File: src/rtl/core/cda_pkg.sv
// Shared types, codes and constants of the countdown alarm block.
`default_nettype none

package cda_pkg;

    // Defaults for the top-level parameters.
    localparam int CODE_LENGTH_DEF = 5;
    localparam int ADC_BITS_DEF    = 12;

    // Fixed field widths.
    localparam int CMD_W    = 2;
    localparam int BTN_W    = 2;
    localparam int STAMP_W  = 32;
    localparam int RAW_W    = 12;
    localparam int ENTRY_W  = 7;
    localparam int CODE_W   = 10;
    localparam int SEC_W    = 13;
    localparam int LED_W    = 3;
    localparam int POS_W    = 3;
    localparam int WINDOW_W = 20;
    localparam int CFG_IDX_W  = 1;
    localparam int CFG_DATA_W = 20;

    // Five 2-bit symbols fit in the code field.
    localparam int CODE_SLOTS = 5;
    localparam int SYM_W      = 2;

    localparam int NUM_BUTTONS = 3;

    localparam logic [WINDOW_W-1:0] WINDOW_RESET = WINDOW_W'(200000);
    localparam logic [SEC_W-1:0]    LIMIT_RESET  = SEC_W'(5999);

    // Joystick bar: raw * BAR_WIDTH / adc_max, and its zone bounds.
    localparam int BAR_WIDTH    = 40;
    localparam int BAR_UP1_LO   = 21;
    localparam int BAR_UP1_HI   = 30;
    localparam int BAR_DN1_LO   = 9;
    localparam int BAR_DN1_HI   = 16;
    localparam int BAR_UP2_LO   = 31;
    localparam int BAR_DN2_HI   = 8;

    localparam int SECS_PER_MIN = 60;

    typedef enum logic [CMD_W-1:0] {
        CMD_JOY   = 2'd0,
        CMD_TICK  = 2'd1,
        CMD_PRESS = 2'd2,
        CMD_ENTRY = 2'd3
    } cmd_t;

    typedef enum logic [BTN_W-1:0] {
        BTN_J = 2'd0,
        BTN_A = 2'd1,
        BTN_B = 2'd2
    } btn_t;

    typedef enum logic [SYM_W-1:0] {
        SYM_A = 2'd0,
        SYM_B = 2'd1,
        SYM_J = 2'd2
    } sym_t;

    typedef enum logic [CFG_IDX_W-1:0] {
        CFG_DEBOUNCE = 1'd0,
        CFG_LIMIT    = 1'd1
    } cfg_idx_t;

    localparam logic [LED_W-1:0] LED_YELLOW = 3'd6;
    localparam logic [LED_W-1:0] LED_RED    = 3'd4;
    localparam logic [LED_W-1:0] LED_GREEN  = 3'd2;

    typedef struct packed {
        logic [CMD_W-1:0]   command;
        logic [BTN_W-1:0]   button_id;
        logic [STAMP_W-1:0] press_time_us;
        logic [RAW_W-1:0]   joy_y_raw;
        logic [ENTRY_W-1:0] entry_minutes;
        logic [ENTRY_W-1:0] entry_seconds;
        logic [CODE_W-1:0]  fresh_code;
    } item_t;

    typedef struct packed {
        logic              timer_mode;
        logic              counting;
        logic              alarm_on;
        logic [SEC_W-1:0]  seconds_left;
        logic [LED_W-1:0]  led_rgb;
        logic              entry_armed;
        logic [POS_W-1:0]  match_position;
        logic              replay_code;
        logic              restart_tick;
        logic [CODE_W-1:0] code_symbols;
    } result_t;

    // Symbol value 3 has no meaning and is stored as A.
    function automatic logic [CODE_W-1:0] normalize_code(input logic [CODE_W-1:0] c);
        logic [CODE_W-1:0] r;
        r = c;
        for (int i = 0; i < CODE_SLOTS; i++)
        begin
            if (c[SYM_W*i +: SYM_W] == 2'd3)
            begin
                r[SYM_W*i +: SYM_W] = SYM_A;
            end
        end
        return r;
    endfunction

endpackage

`default_nettype wire

File: src/rtl/core/cda_chan_if.sv
// Valid/ready channel interfaces for input items and result words.
`default_nettype none

interface cda_item_if;
    logic           valid;
    logic           ready;
    cda_pkg::item_t data;

    modport source (output valid, output data, input ready);
    modport sink   (input valid, input data, output ready);
endinterface

interface cda_result_if;
    logic             valid;
    logic             ready;
    cda_pkg::result_t data;

    modport source (output valid, output data, input ready);
    modport sink   (input valid, input data, output ready);
endinterface

`default_nettype wire

File: src/rtl/core/countdown_alarm_with_code_disarm.sv
// Countdown alarm with code disarm: event decoder, state and result register.
//
// The item channel carries one event per word: a joystick sample, a one-second
// tick, a button press or a typed time entry. Every accepted item yields
// exactly one word on the result channel, in order, holding the mode, count,
// alarm, LED and code-match state after the event.
// An accepted item lands in an input register; the event logic then updates
// the state and loads the result register once that register is free or
// being read. One item per cycle is taken as long as the receiver keeps up.
// When the receiver stalls, the result register holds its word and the input
// register holds one more item; item ready drops only while both are full
// and the result is not taken.
// Two registers are written through the cfg port (debounce window, joystick
// set-time limit); write them only while no item is in flight.
// Reset clears all flags, the count, the code and the button stamps, sets the
// LED to yellow and the registers to their defaults (200000 us, 5999 s).
`default_nettype none

module countdown_alarm_with_code_disarm #(
    parameter int CODE_LENGTH = cda_pkg::CODE_LENGTH_DEF,
    parameter int ADC_BITS    = cda_pkg::ADC_BITS_DEF
) (
    input  wire logic                              clk,
    input  wire logic                              rst_n,
    cda_item_if.sink                               item,
    cda_result_if.source                           result,
    input  wire logic                              cfg_we,
    input  wire logic [cda_pkg::CFG_IDX_W-1:0]     cfg_index,
    input  wire logic [cda_pkg::CFG_DATA_W-1:0]    cfg_data
);

    localparam int MATCH_W = $clog2(CODE_LENGTH + 1);
    localparam int ADC_MAX = (1 << ADC_BITS) - 1;
    localparam int PROD_W  = ADC_BITS + 6;

    localparam logic [PROD_W-1:0] TH_UP1_LO = PROD_W'(cda_pkg::BAR_UP1_LO * ADC_MAX);
    localparam logic [PROD_W-1:0] TH_UP1_HI = PROD_W'(cda_pkg::BAR_UP1_HI * ADC_MAX);
    localparam logic [PROD_W-1:0] TH_DN1_LO = PROD_W'(cda_pkg::BAR_DN1_LO * ADC_MAX);
    localparam logic [PROD_W-1:0] TH_DN1_HI = PROD_W'(cda_pkg::BAR_DN1_HI * ADC_MAX);
    localparam logic [PROD_W-1:0] TH_UP2_LO = PROD_W'(cda_pkg::BAR_UP2_LO * ADC_MAX);
    localparam logic [PROD_W-1:0] TH_DN2_HI = PROD_W'(cda_pkg::BAR_DN2_HI * ADC_MAX);

    // Configuration
    logic [cda_pkg::WINDOW_W-1:0] window_reg;
    logic [cda_pkg::SEC_W-1:0]    limit_reg;

    // Pipeline
    logic             ivalid_reg;
    cda_pkg::item_t   ireq_reg;
    logic             ovalid_reg;
    cda_pkg::result_t ores_reg;
    cda_pkg::result_t ores_next;
    logic             advance;
    logic             accept;

    // Block state
    logic                        mode_reg, mode_next;
    logic                        counting_reg, counting_next;
    logic                        alarm_reg, alarm_next;
    logic [cda_pkg::SEC_W-1:0]   sec_reg, sec_next;
    logic                        entry_reg, entry_next;
    logic [cda_pkg::CODE_W-1:0]  code_reg, code_next;
    logic [MATCH_W-1:0]          match_reg, match_next;
    logic [cda_pkg::STAMP_W-1:0] stamp_reg  [cda_pkg::NUM_BUTTONS];
    logic [cda_pkg::STAMP_W-1:0] stamp_next [cda_pkg::NUM_BUTTONS];
    logic [cda_pkg::LED_W-1:0]   led_reg, led_next;

    // Event logic helpers
    logic [ADC_BITS-1:0]         raw;
    logic [PROD_W-1:0]           prod;
    logic [cda_pkg::SEC_W:0]     sum_one, sum_two;
    logic [cda_pkg::SEC_W-1:0]   sat_one, sat_two;
    logic                        below_limit;
    logic [cda_pkg::STAMP_W-1:0] last_stamp;
    logic                        window_ok;
    logic                        btn_known;
    logic [cda_pkg::SYM_W-1:0]   press_sym;
    logic [cda_pkg::SYM_W-1:0]   expected_sym;
    logic                        replay, restart;

    assign accept      = item.valid && item.ready;
    assign advance     = ivalid_reg && (!ovalid_reg || result.ready);
    assign item.ready  = !ivalid_reg || advance;
    assign result.valid = ovalid_reg;
    assign result.data  = ores_reg;

    always_ff @(posedge clk or negedge rst_n)
    begin
        if (!rst_n)
        begin
            window_reg <= cda_pkg::WINDOW_RESET;
            limit_reg  <= cda_pkg::LIMIT_RESET;
        end
        else if (cfg_we)
        begin
            case (cfg_index)
                cda_pkg::CFG_DEBOUNCE: window_reg <= cfg_data;
                cda_pkg::CFG_LIMIT:    limit_reg  <= cfg_data[cda_pkg::SEC_W-1:0];
                default: ;
            endcase
        end
    end

    always_ff @(posedge clk or negedge rst_n)
    begin
        if (!rst_n)
        begin
            ivalid_reg <= 1'b0;
            ovalid_reg <= 1'b0;
        end
        else
        begin
            if (accept)
            begin
                ivalid_reg <= 1'b1;
            end
            else if (advance)
            begin
                ivalid_reg <= 1'b0;
            end
            if (advance)
            begin
                ovalid_reg <= 1'b1;
            end
            else if (result.ready)
            begin
                ovalid_reg <= 1'b0;
            end
        end
    end

    always_ff @(posedge clk)
    begin
        if (accept)
        begin
            ireq_reg <= item.data;
        end
        if (advance)
        begin
            ores_reg <= ores_next;
        end
    end

    always_ff @(posedge clk or negedge rst_n)
    begin
        if (!rst_n)
        begin
            mode_reg     <= 1'b0;
            counting_reg <= 1'b0;
            alarm_reg    <= 1'b0;
            sec_reg      <= '0;
            entry_reg    <= 1'b0;
            code_reg     <= '0;
            match_reg    <= '0;
            led_reg      <= cda_pkg::LED_YELLOW;
            for (int b = 0; b < cda_pkg::NUM_BUTTONS; b++)
            begin
                stamp_reg[b] <= '0;
            end
        end
        else if (advance)
        begin
            mode_reg     <= mode_next;
            counting_reg <= counting_next;
            alarm_reg    <= alarm_next;
            sec_reg      <= sec_next;
            entry_reg    <= entry_next;
            code_reg     <= code_next;
            match_reg    <= match_next;
            led_reg      <= led_next;
            for (int b = 0; b < cda_pkg::NUM_BUTTONS; b++)
            begin
                stamp_reg[b] <= stamp_next[b];
            end
        end
    end

    // Joystick bar zones are compared on raw*40 against zone bound * adc_max,
    // which gives the same answer as the floor division.
    always_comb
    begin
        raw         = ADC_BITS'(ireq_reg.joy_y_raw);
        prod        = PROD_W'(raw) * PROD_W'(cda_pkg::BAR_WIDTH);
        sum_one     = {1'b0, sec_reg} + (cda_pkg::SEC_W + 1)'(1);
        sum_two     = {1'b0, sec_reg} + (cda_pkg::SEC_W + 1)'(2);
        sat_one     = sum_one[cda_pkg::SEC_W] ? '1 : sum_one[cda_pkg::SEC_W-1:0];
        sat_two     = sum_two[cda_pkg::SEC_W] ? '1 : sum_two[cda_pkg::SEC_W-1:0];
        below_limit = sec_reg < limit_reg;
    end

    always_comb
    begin
        btn_known  = 1'b1;
        last_stamp = '0;
        press_sym  = cda_pkg::SYM_A;
        case (ireq_reg.button_id)
            cda_pkg::BTN_J:
            begin
                last_stamp = stamp_reg[0];
                press_sym  = cda_pkg::SYM_J;
            end
            cda_pkg::BTN_A:
            begin
                last_stamp = stamp_reg[1];
                press_sym  = cda_pkg::SYM_A;
            end
            cda_pkg::BTN_B:
            begin
                last_stamp = stamp_reg[2];
                press_sym  = cda_pkg::SYM_B;
            end
            default: btn_known = 1'b0;
        endcase
        // The stamp difference wraps modulo 2^32.
        window_ok = (ireq_reg.press_time_us - last_stamp) >
                    cda_pkg::STAMP_W'(window_reg);

        // Positions past the stored symbols read as A.
        expected_sym = cda_pkg::SYM_A;
        for (int i = 0; i < cda_pkg::CODE_SLOTS; i++)
        begin
            if (32'(match_reg) == i)
            begin
                expected_sym = code_reg[cda_pkg::SYM_W*i +: cda_pkg::SYM_W];
            end
        end
    end

    always_comb
    begin
        mode_next     = mode_reg;
        counting_next = counting_reg;
        alarm_next    = alarm_reg;
        sec_next      = sec_reg;
        entry_next    = entry_reg;
        code_next     = code_reg;
        match_next    = match_reg;
        led_next      = led_reg;
        for (int b = 0; b < cda_pkg::NUM_BUTTONS; b++)
        begin
            stamp_next[b] = stamp_reg[b];
        end
        replay  = 1'b0;
        restart = 1'b0;

        case (ireq_reg.command)
            cda_pkg::CMD_JOY:
            begin
                if (mode_reg && !counting_reg && !alarm_reg)
                begin
                    if (prod >= TH_UP1_LO && prod < TH_UP1_HI && below_limit)
                    begin
                        sec_next = sat_one;
                    end
                    else if (prod >= TH_DN1_LO && prod < TH_DN1_HI && sec_reg != '0)
                    begin
                        sec_next = sec_reg - cda_pkg::SEC_W'(1);
                    end
                    else if (prod >= TH_UP2_LO && below_limit)
                    begin
                        sec_next = sat_two;
                    end
                    else if (prod < TH_DN2_HI && sec_reg != '0)
                    begin
                        sec_next = (sec_reg >= cda_pkg::SEC_W'(2)) ?
                                   sec_reg - cda_pkg::SEC_W'(2) :
                                   sec_reg - cda_pkg::SEC_W'(1);
                    end
                end
            end
            cda_pkg::CMD_TICK:
            begin
                if (counting_reg)
                begin
                    if (sec_reg != '0)
                    begin
                        sec_next = sec_reg - cda_pkg::SEC_W'(1);
                    end
                    else
                    begin
                        counting_next = 1'b0;
                        alarm_next    = 1'b1;
                        led_next      = cda_pkg::LED_RED;
                        code_next     = cda_pkg::normalize_code(ireq_reg.fresh_code);
                        match_next    = '0;
                        replay        = 1'b1;
                    end
                end
            end
            cda_pkg::CMD_PRESS:
            begin
                if (btn_known && window_ok)
                begin
                    case (ireq_reg.button_id)
                        cda_pkg::BTN_J:
                        begin
                            stamp_next[0] = ireq_reg.press_time_us;
                            if (!counting_reg)
                            begin
                                mode_next = !mode_reg;
                            end
                        end
                        cda_pkg::BTN_A:
                        begin
                            stamp_next[1] = ireq_reg.press_time_us;
                            if (!alarm_reg && !counting_reg && sec_reg != '0 && mode_reg)
                            begin
                                counting_next = 1'b1;
                                led_next      = cda_pkg::LED_GREEN;
                                restart       = 1'b1;
                            end
                        end
                        cda_pkg::BTN_B:
                        begin
                            if (alarm_reg)
                            begin
                                stamp_next[2] = ireq_reg.press_time_us;
                            end
                            else if (mode_reg && !counting_reg)
                            begin
                                stamp_next[2] = ireq_reg.press_time_us;
                                entry_next    = !entry_reg;
                            end
                        end
                        default: ;
                    endcase

                    // Any accepted press is matched against the code while the
                    // alarm is on; a miss restarts the match from the first symbol.
                    if (alarm_reg)
                    begin
                        if (press_sym == expected_sym)
                        begin
                            if (32'(match_reg) + 1 >= CODE_LENGTH)
                            begin
                                alarm_next = 1'b0;
                                led_next   = cda_pkg::LED_YELLOW;
                                match_next = '0;
                            end
                            else
                            begin
                                match_next = match_reg + MATCH_W'(1);
                            end
                        end
                        else
                        begin
                            match_next = '0;
                            replay     = 1'b1;
                        end
                    end
                end
            end
            cda_pkg::CMD_ENTRY:
            begin
                if (entry_reg && !alarm_reg)
                begin
                    sec_next = cda_pkg::SEC_W'(ireq_reg.entry_minutes) *
                               cda_pkg::SEC_W'(cda_pkg::SECS_PER_MIN) +
                               cda_pkg::SEC_W'(ireq_reg.entry_seconds);
                    entry_next = 1'b0;
                end
            end
            default: ;
        endcase
    end

    always_comb
    begin
        ores_next.timer_mode     = mode_next;
        ores_next.counting       = counting_next;
        ores_next.alarm_on       = alarm_next;
        ores_next.seconds_left   = sec_next;
        ores_next.led_rgb        = led_next;
        ores_next.entry_armed    = entry_next;
        ores_next.match_position = cda_pkg::POS_W'(match_next);
        ores_next.replay_code    = replay;
        ores_next.restart_tick   = restart;
        ores_next.code_symbols   = code_next;
    end

    // The countdown stops in the same update that raises the alarm, so both never hold together.
    a_count_alarm_exclusive: assert property (@(posedge clk) disable iff (!rst_n)
        !(counting_reg && alarm_reg))
        else $error("countdown running while alarm is on");

    a_alarm_led_red: assert property (@(posedge clk) disable iff (!rst_n)
        alarm_reg |-> (led_reg == cda_pkg::LED_RED))
        else $error("alarm on without red LED");

    a_match_in_range: assert property (@(posedge clk) disable iff (!rst_n)
        32'(match_reg) < CODE_LENGTH)
        else $error("match position reached code length");

    a_restart_counts: assert property (@(posedge clk) disable iff (!rst_n)
        (ovalid_reg && ores_reg.restart_tick) |-> (ores_reg.counting && !ores_reg.alarm_on))
        else $error("restart flagged without a running countdown");

endmodule

`default_nettype wire
File: src/flat_wrapper.sv
// flat-port wrapper written by rule: the top's interface ports become plain ports
module countdown_alarm_with_code_disarm_flat 
#(
    parameter int CODE_LENGTH = cda_pkg::CODE_LENGTH_DEF,
    parameter int ADC_BITS    = cda_pkg::ADC_BITS_DEF
)
  (clk, rst_n, cfg_we, cfg_index, cfg_data, item_valid, item_data, item_ready, result_valid, result_data, result_ready);
  cda_item_if item_i ();
  cda_result_if result_i ();
  input  wire logic clk;
  input  wire logic rst_n;
  input  wire logic cfg_we;
  input  wire logic [cda_pkg::CFG_IDX_W-1:0] cfg_index;
  input  wire logic [cda_pkg::CFG_DATA_W-1:0] cfg_data;
  input wire logic [$bits(item_i.valid)-1:0] item_valid;
  input wire logic [$bits(item_i.data)-1:0] item_data;
  output wire logic [$bits(item_i.ready)-1:0] item_ready;
  output wire logic [$bits(result_i.valid)-1:0] result_valid;
  output wire logic [$bits(result_i.data)-1:0] result_data;
  input wire logic [$bits(result_i.ready)-1:0] result_ready;
  assign item_i.valid = item_valid;
  assign item_i.data = item_data;
  assign item_ready = item_i.ready;
  assign result_valid = result_i.valid;
  assign result_data = result_i.data;
  assign result_i.ready = result_ready;
  countdown_alarm_with_code_disarm #(.CODE_LENGTH(CODE_LENGTH), .ADC_BITS(ADC_BITS)) u_core (.clk(clk), .rst_n(rst_n), .item(item_i), .result(result_i), .cfg_we(cfg_we), .cfg_index(cfg_index), .cfg_data(cfg_data));
endmodule
File: config.mk
export PLATFORM = sky130hd
export DESIGN_NAME = countdown_alarm_with_code_disarm_flat
export DESIGN_NICKNAME = d
export VERILOG_FILES = /design/src/rtl/core/cda_pkg.sv /design/src/rtl/core/cda_chan_if.sv /design/src/rtl/core/countdown_alarm_with_code_disarm.sv /design/src/flat_wrapper.sv
export SDC_FILE = /design/constraint.sdc
export NUM_CORES = 1
export LEC_CHECK = 0
export CAP_MARGIN = 20
export CORE_MARGIN = 2
export CORE_UTILIZATION = 30
export CTS_CLUSTER_SIZE = 16
export DETAILED_ROUTE_END_ITERATION = 16
export DONT_BUFFER_PORTS = 1
export GPL_ROUTABILITY_DRIVEN = 1
export PLACE_DENSITY = 0.47
export SLEW_MARGIN = 20
export SYNTH_ARGS = -nofsm -noshare
export SYNTH_HDL_FRONTEND = slang
export SYNTH_SLANG_ARGS = --single-unit
File: constraint.sdc
create_clock -name clk -period 12.1 [get_ports clk]
set_input_delay 0 -clock clk [delete_from_list [all_inputs] [get_ports clk]]
set_output_delay 0 -clock clk [all_outputs]
set_load 0.02 [all_outputs]
==> flow_summary_export.csv <==
group,metric,value,unit
hold_path,hp-class,"in2reg",
critical_path,crit_slowest_cell,"buf_4",
yosys,syn_area,17900,sq um
yosys,seq_area_frac_synth,0.410,
timing,period_share,0.615,
route,vias_per_cell,5.29,
critical_path,start_kind,"flip-flop",
grt,overflow,0,
placement,place_hpwl,37.8,mm
floorplanning,dieArea,61600,sq um
critical_path,crit_type,"reg2reg",
yosys,syn-num-nets,2033,
floorplanning,die_y,248,microns
timing,worst_pin_slew,1.04,ns
timing,rsz0062_at_grt,"no",
timing,slew_headroom,0.307,
timing,setup_violations,0,
finish,final_cell_area,21000,sq um
cts,cts.htree.levels,2,
finish,largest_reg_flops,96,
grt,grt_pass1_vias,14300,
critical_path,critPathMaxStageDelay,0.56,ns
critical_path,cp.arrival,7.86,ns
pwr,power,3780,uW
timing,max_freq,134,MHz
finish,num-fill-cells,5994,
timing,skew,0.0326,ns
pwr,irDropWorstVdd,110,uV
placement,port_buffers,0,
cts,cts_root_buf,"clkbuf_16",
finish,drive_gt1_frac,0.0730,
placement,place_area,18700,sq um
finish,layout.cells.non_filler,2692,
route,routed_wl,52.6,mm
grt,top_usage_layer,"met2",
grt,use_met1,0.233,
timing,drv_slew,0,
grt,grt.met2_usage,0.281,
finish,layout_common_cells,"146 x dfrtp_1, 137 x nand2_1, 122 x dlygate4sd3_1, 120 x a21oi_1",
finish,area_growth,17.6,%
pwr,p_per_area,180,nW/um^2
floorplanning,die_width,248,microns
pwr,p_leak,0.00850,uW
yosys,syn_inst,1802,
route,wl_per_cell,19.5,microns
critical_path,required,12.51,ns
grt,grt_pass1_wl,82.5,mm
cts,post_cts_resized,0,
yosys,syn_avg_cell_area,9.93,sq um
timing,hold_viol_final,0,
critical_path,cp-end-kind,"flip-flop",
critical_path,cp_max_fo,42,
cts,clkSinkCount,271,
grt,grt_antenna_before_repair,2,
floorplanning,top_level_ports,135,
placement,dpl.cell_count,2503,
yosys,yosysWarnings,0,
status,outcome,"finished, final reports clean",
finish,final_common_cell,"dfrtp_1",
route,first_iter_violations,780,
timing,fin_setup_tns,0,ns
cts,cts_tree,"built",
grt,grt_use_met3,0.0239,
route,dr.pass1.iters,5,
route,num_vias,14200,
critical_path,timing.critical_path.mode_cell,"a21oi_1",
floorplanning,fp.coreArea,59000,sq um
critical_path,critPathBufInv,3,
yosys,synthArstFlopShare,0.605,
cts,clockBufferDepth,3,
yosys,yosys.cell_types.count,85,
yosys,synth-main-ff-cell,"dfrtp_1",
critical_path,critPathTopFamily,"compound AO/OA/AOI/OAI gates",
route,ant_nets,0,
finish,fin_nets,2121,
timing,min_period,7.45,ns
run,cap_violations,0,
grt,grt.total_usage,0.171,
yosys,synth_edf_count,107,
floorplanning,start_util,0.303,
floorplanning,rows,89,
placement,place.gp.congestion,0.880,
route,drc,0,
yosys,ys_ff_latch,271,
cts,numCtsBuffers,35,
cts,worstSkewPairLatency,0.56,ns
cts,clk_pin_slew,0.05,ns
grt,grt_max_degree,165,
[path summary, 6_finish.rpt]
check / cells past startpoint / endpoint / start / slack (ns)
max: 25 / u_core.stamp_reg[88]$_DFFE_PN0P_ / u_core.ireq_reg[68]$_DFFE_PP_ / 4.65
min: 3 / u_core.window_reg[2]$_DFFE_PN0P_ / cfg_we / 0.05
max reg2reg: 25 / u_core.stamp_reg[88]$_DFFE_PN0P_ / u_core.ireq_reg[68]$_DFFE_PP_ / 4.65
min reg2reg: 1 / u_core.stamp_reg[60]$_DFFE_PN0P_ / u_core.stamp_reg[60]$_DFFE_PN0P_ / 0.48
max in group asynchronous: 2 / u_core.ivalid_reg$_DFFE_PN0P_ / rst_n / 11.24
min in group asynchronous: 2 / u_core.stamp_reg[45]$_DFFE_PN0P_ / rst_n / 0.12
[stage by stage]
step	hold WS, ns	setup slack [ns]	util
2_1_floorplan	-0.296	6.18	-
3_3_place_gp	-0.284	4.96	0.316
3_5_place_dp	-0.285	4.76	0.317
4_1_cts	0.0168	4.73	0.356
5_1_grt	0.0430	4.08	0.356
6_report	0.0497	4.65	0.357
[cell families (layout without fill, tap and decap cells)]
logic type,count (synthesis),count (layout),share of synthesized area
simple gates,497,497,0.138
compound gates,491,491,0.182
other cells,0,2,0
flops,271,271,0.410
mux,163,163,0.0997
xor+xnor,65,65,0.0318
buf+inv,182,297,0.0394
fa+ha+maj,133,133,0.0989
[per-layer routing]
| layer | wire length [microns] | vias to the layer above |
|---|---|---|
| met3 | 2190 | 69 |
| met5 | 16 | - |
| met2 | 24300 | 318 |
| li1 | - | 6869 |
| met1 | 24700 | 6990 |
| met4 | 1390 | 2 |
[final cells by class]
type,count,area (sq um),share of cell area
multi-input combinational,1349,9880,0.469
sequential,271,7340,0.349
timing repair buffer,145,1430,0.0681
tap,773,967,0.0460
clock buffer,49,948,0.0451
inverter,88,330,0.0157
clock inverter,15,141,0.00672
antenna,2,5.00,0.000238
[worst min-delay path, cell delays in order]
cell and delay (ns):
nor2b_2 0.13, buf_4 0.23, o21ai_0 0.18
[repair_timing]
action,4_1_cts,5_1_grt
hold endpoints to repair,290,0
setup buffers,0,0
hold buffers,123,0
[Yosys cell counts, types with 38 or more instances]
cell      instances  area, sq um
a21oi_1         120          601
clkbuf_1         73          274
dfrtp_1         146         3650
edfxtp_1        107         3210
ha_1            119         1490
inv_1            88          330
mux2_1           94         1060
mux2i_1          41          410
nand2_1         137          514
nand3_1          45          225
nor2_1          118          443
o21ai_0          97          485
xnor2_1          38          333
[power breakdown]
part	switching (uW)	internal [uW]	leakage, uW
Sequential	163	1150	0.00305
Combinational	870	589	0.00492
Clock	420	593	0.000528
(Power assumes the default switching activity.)
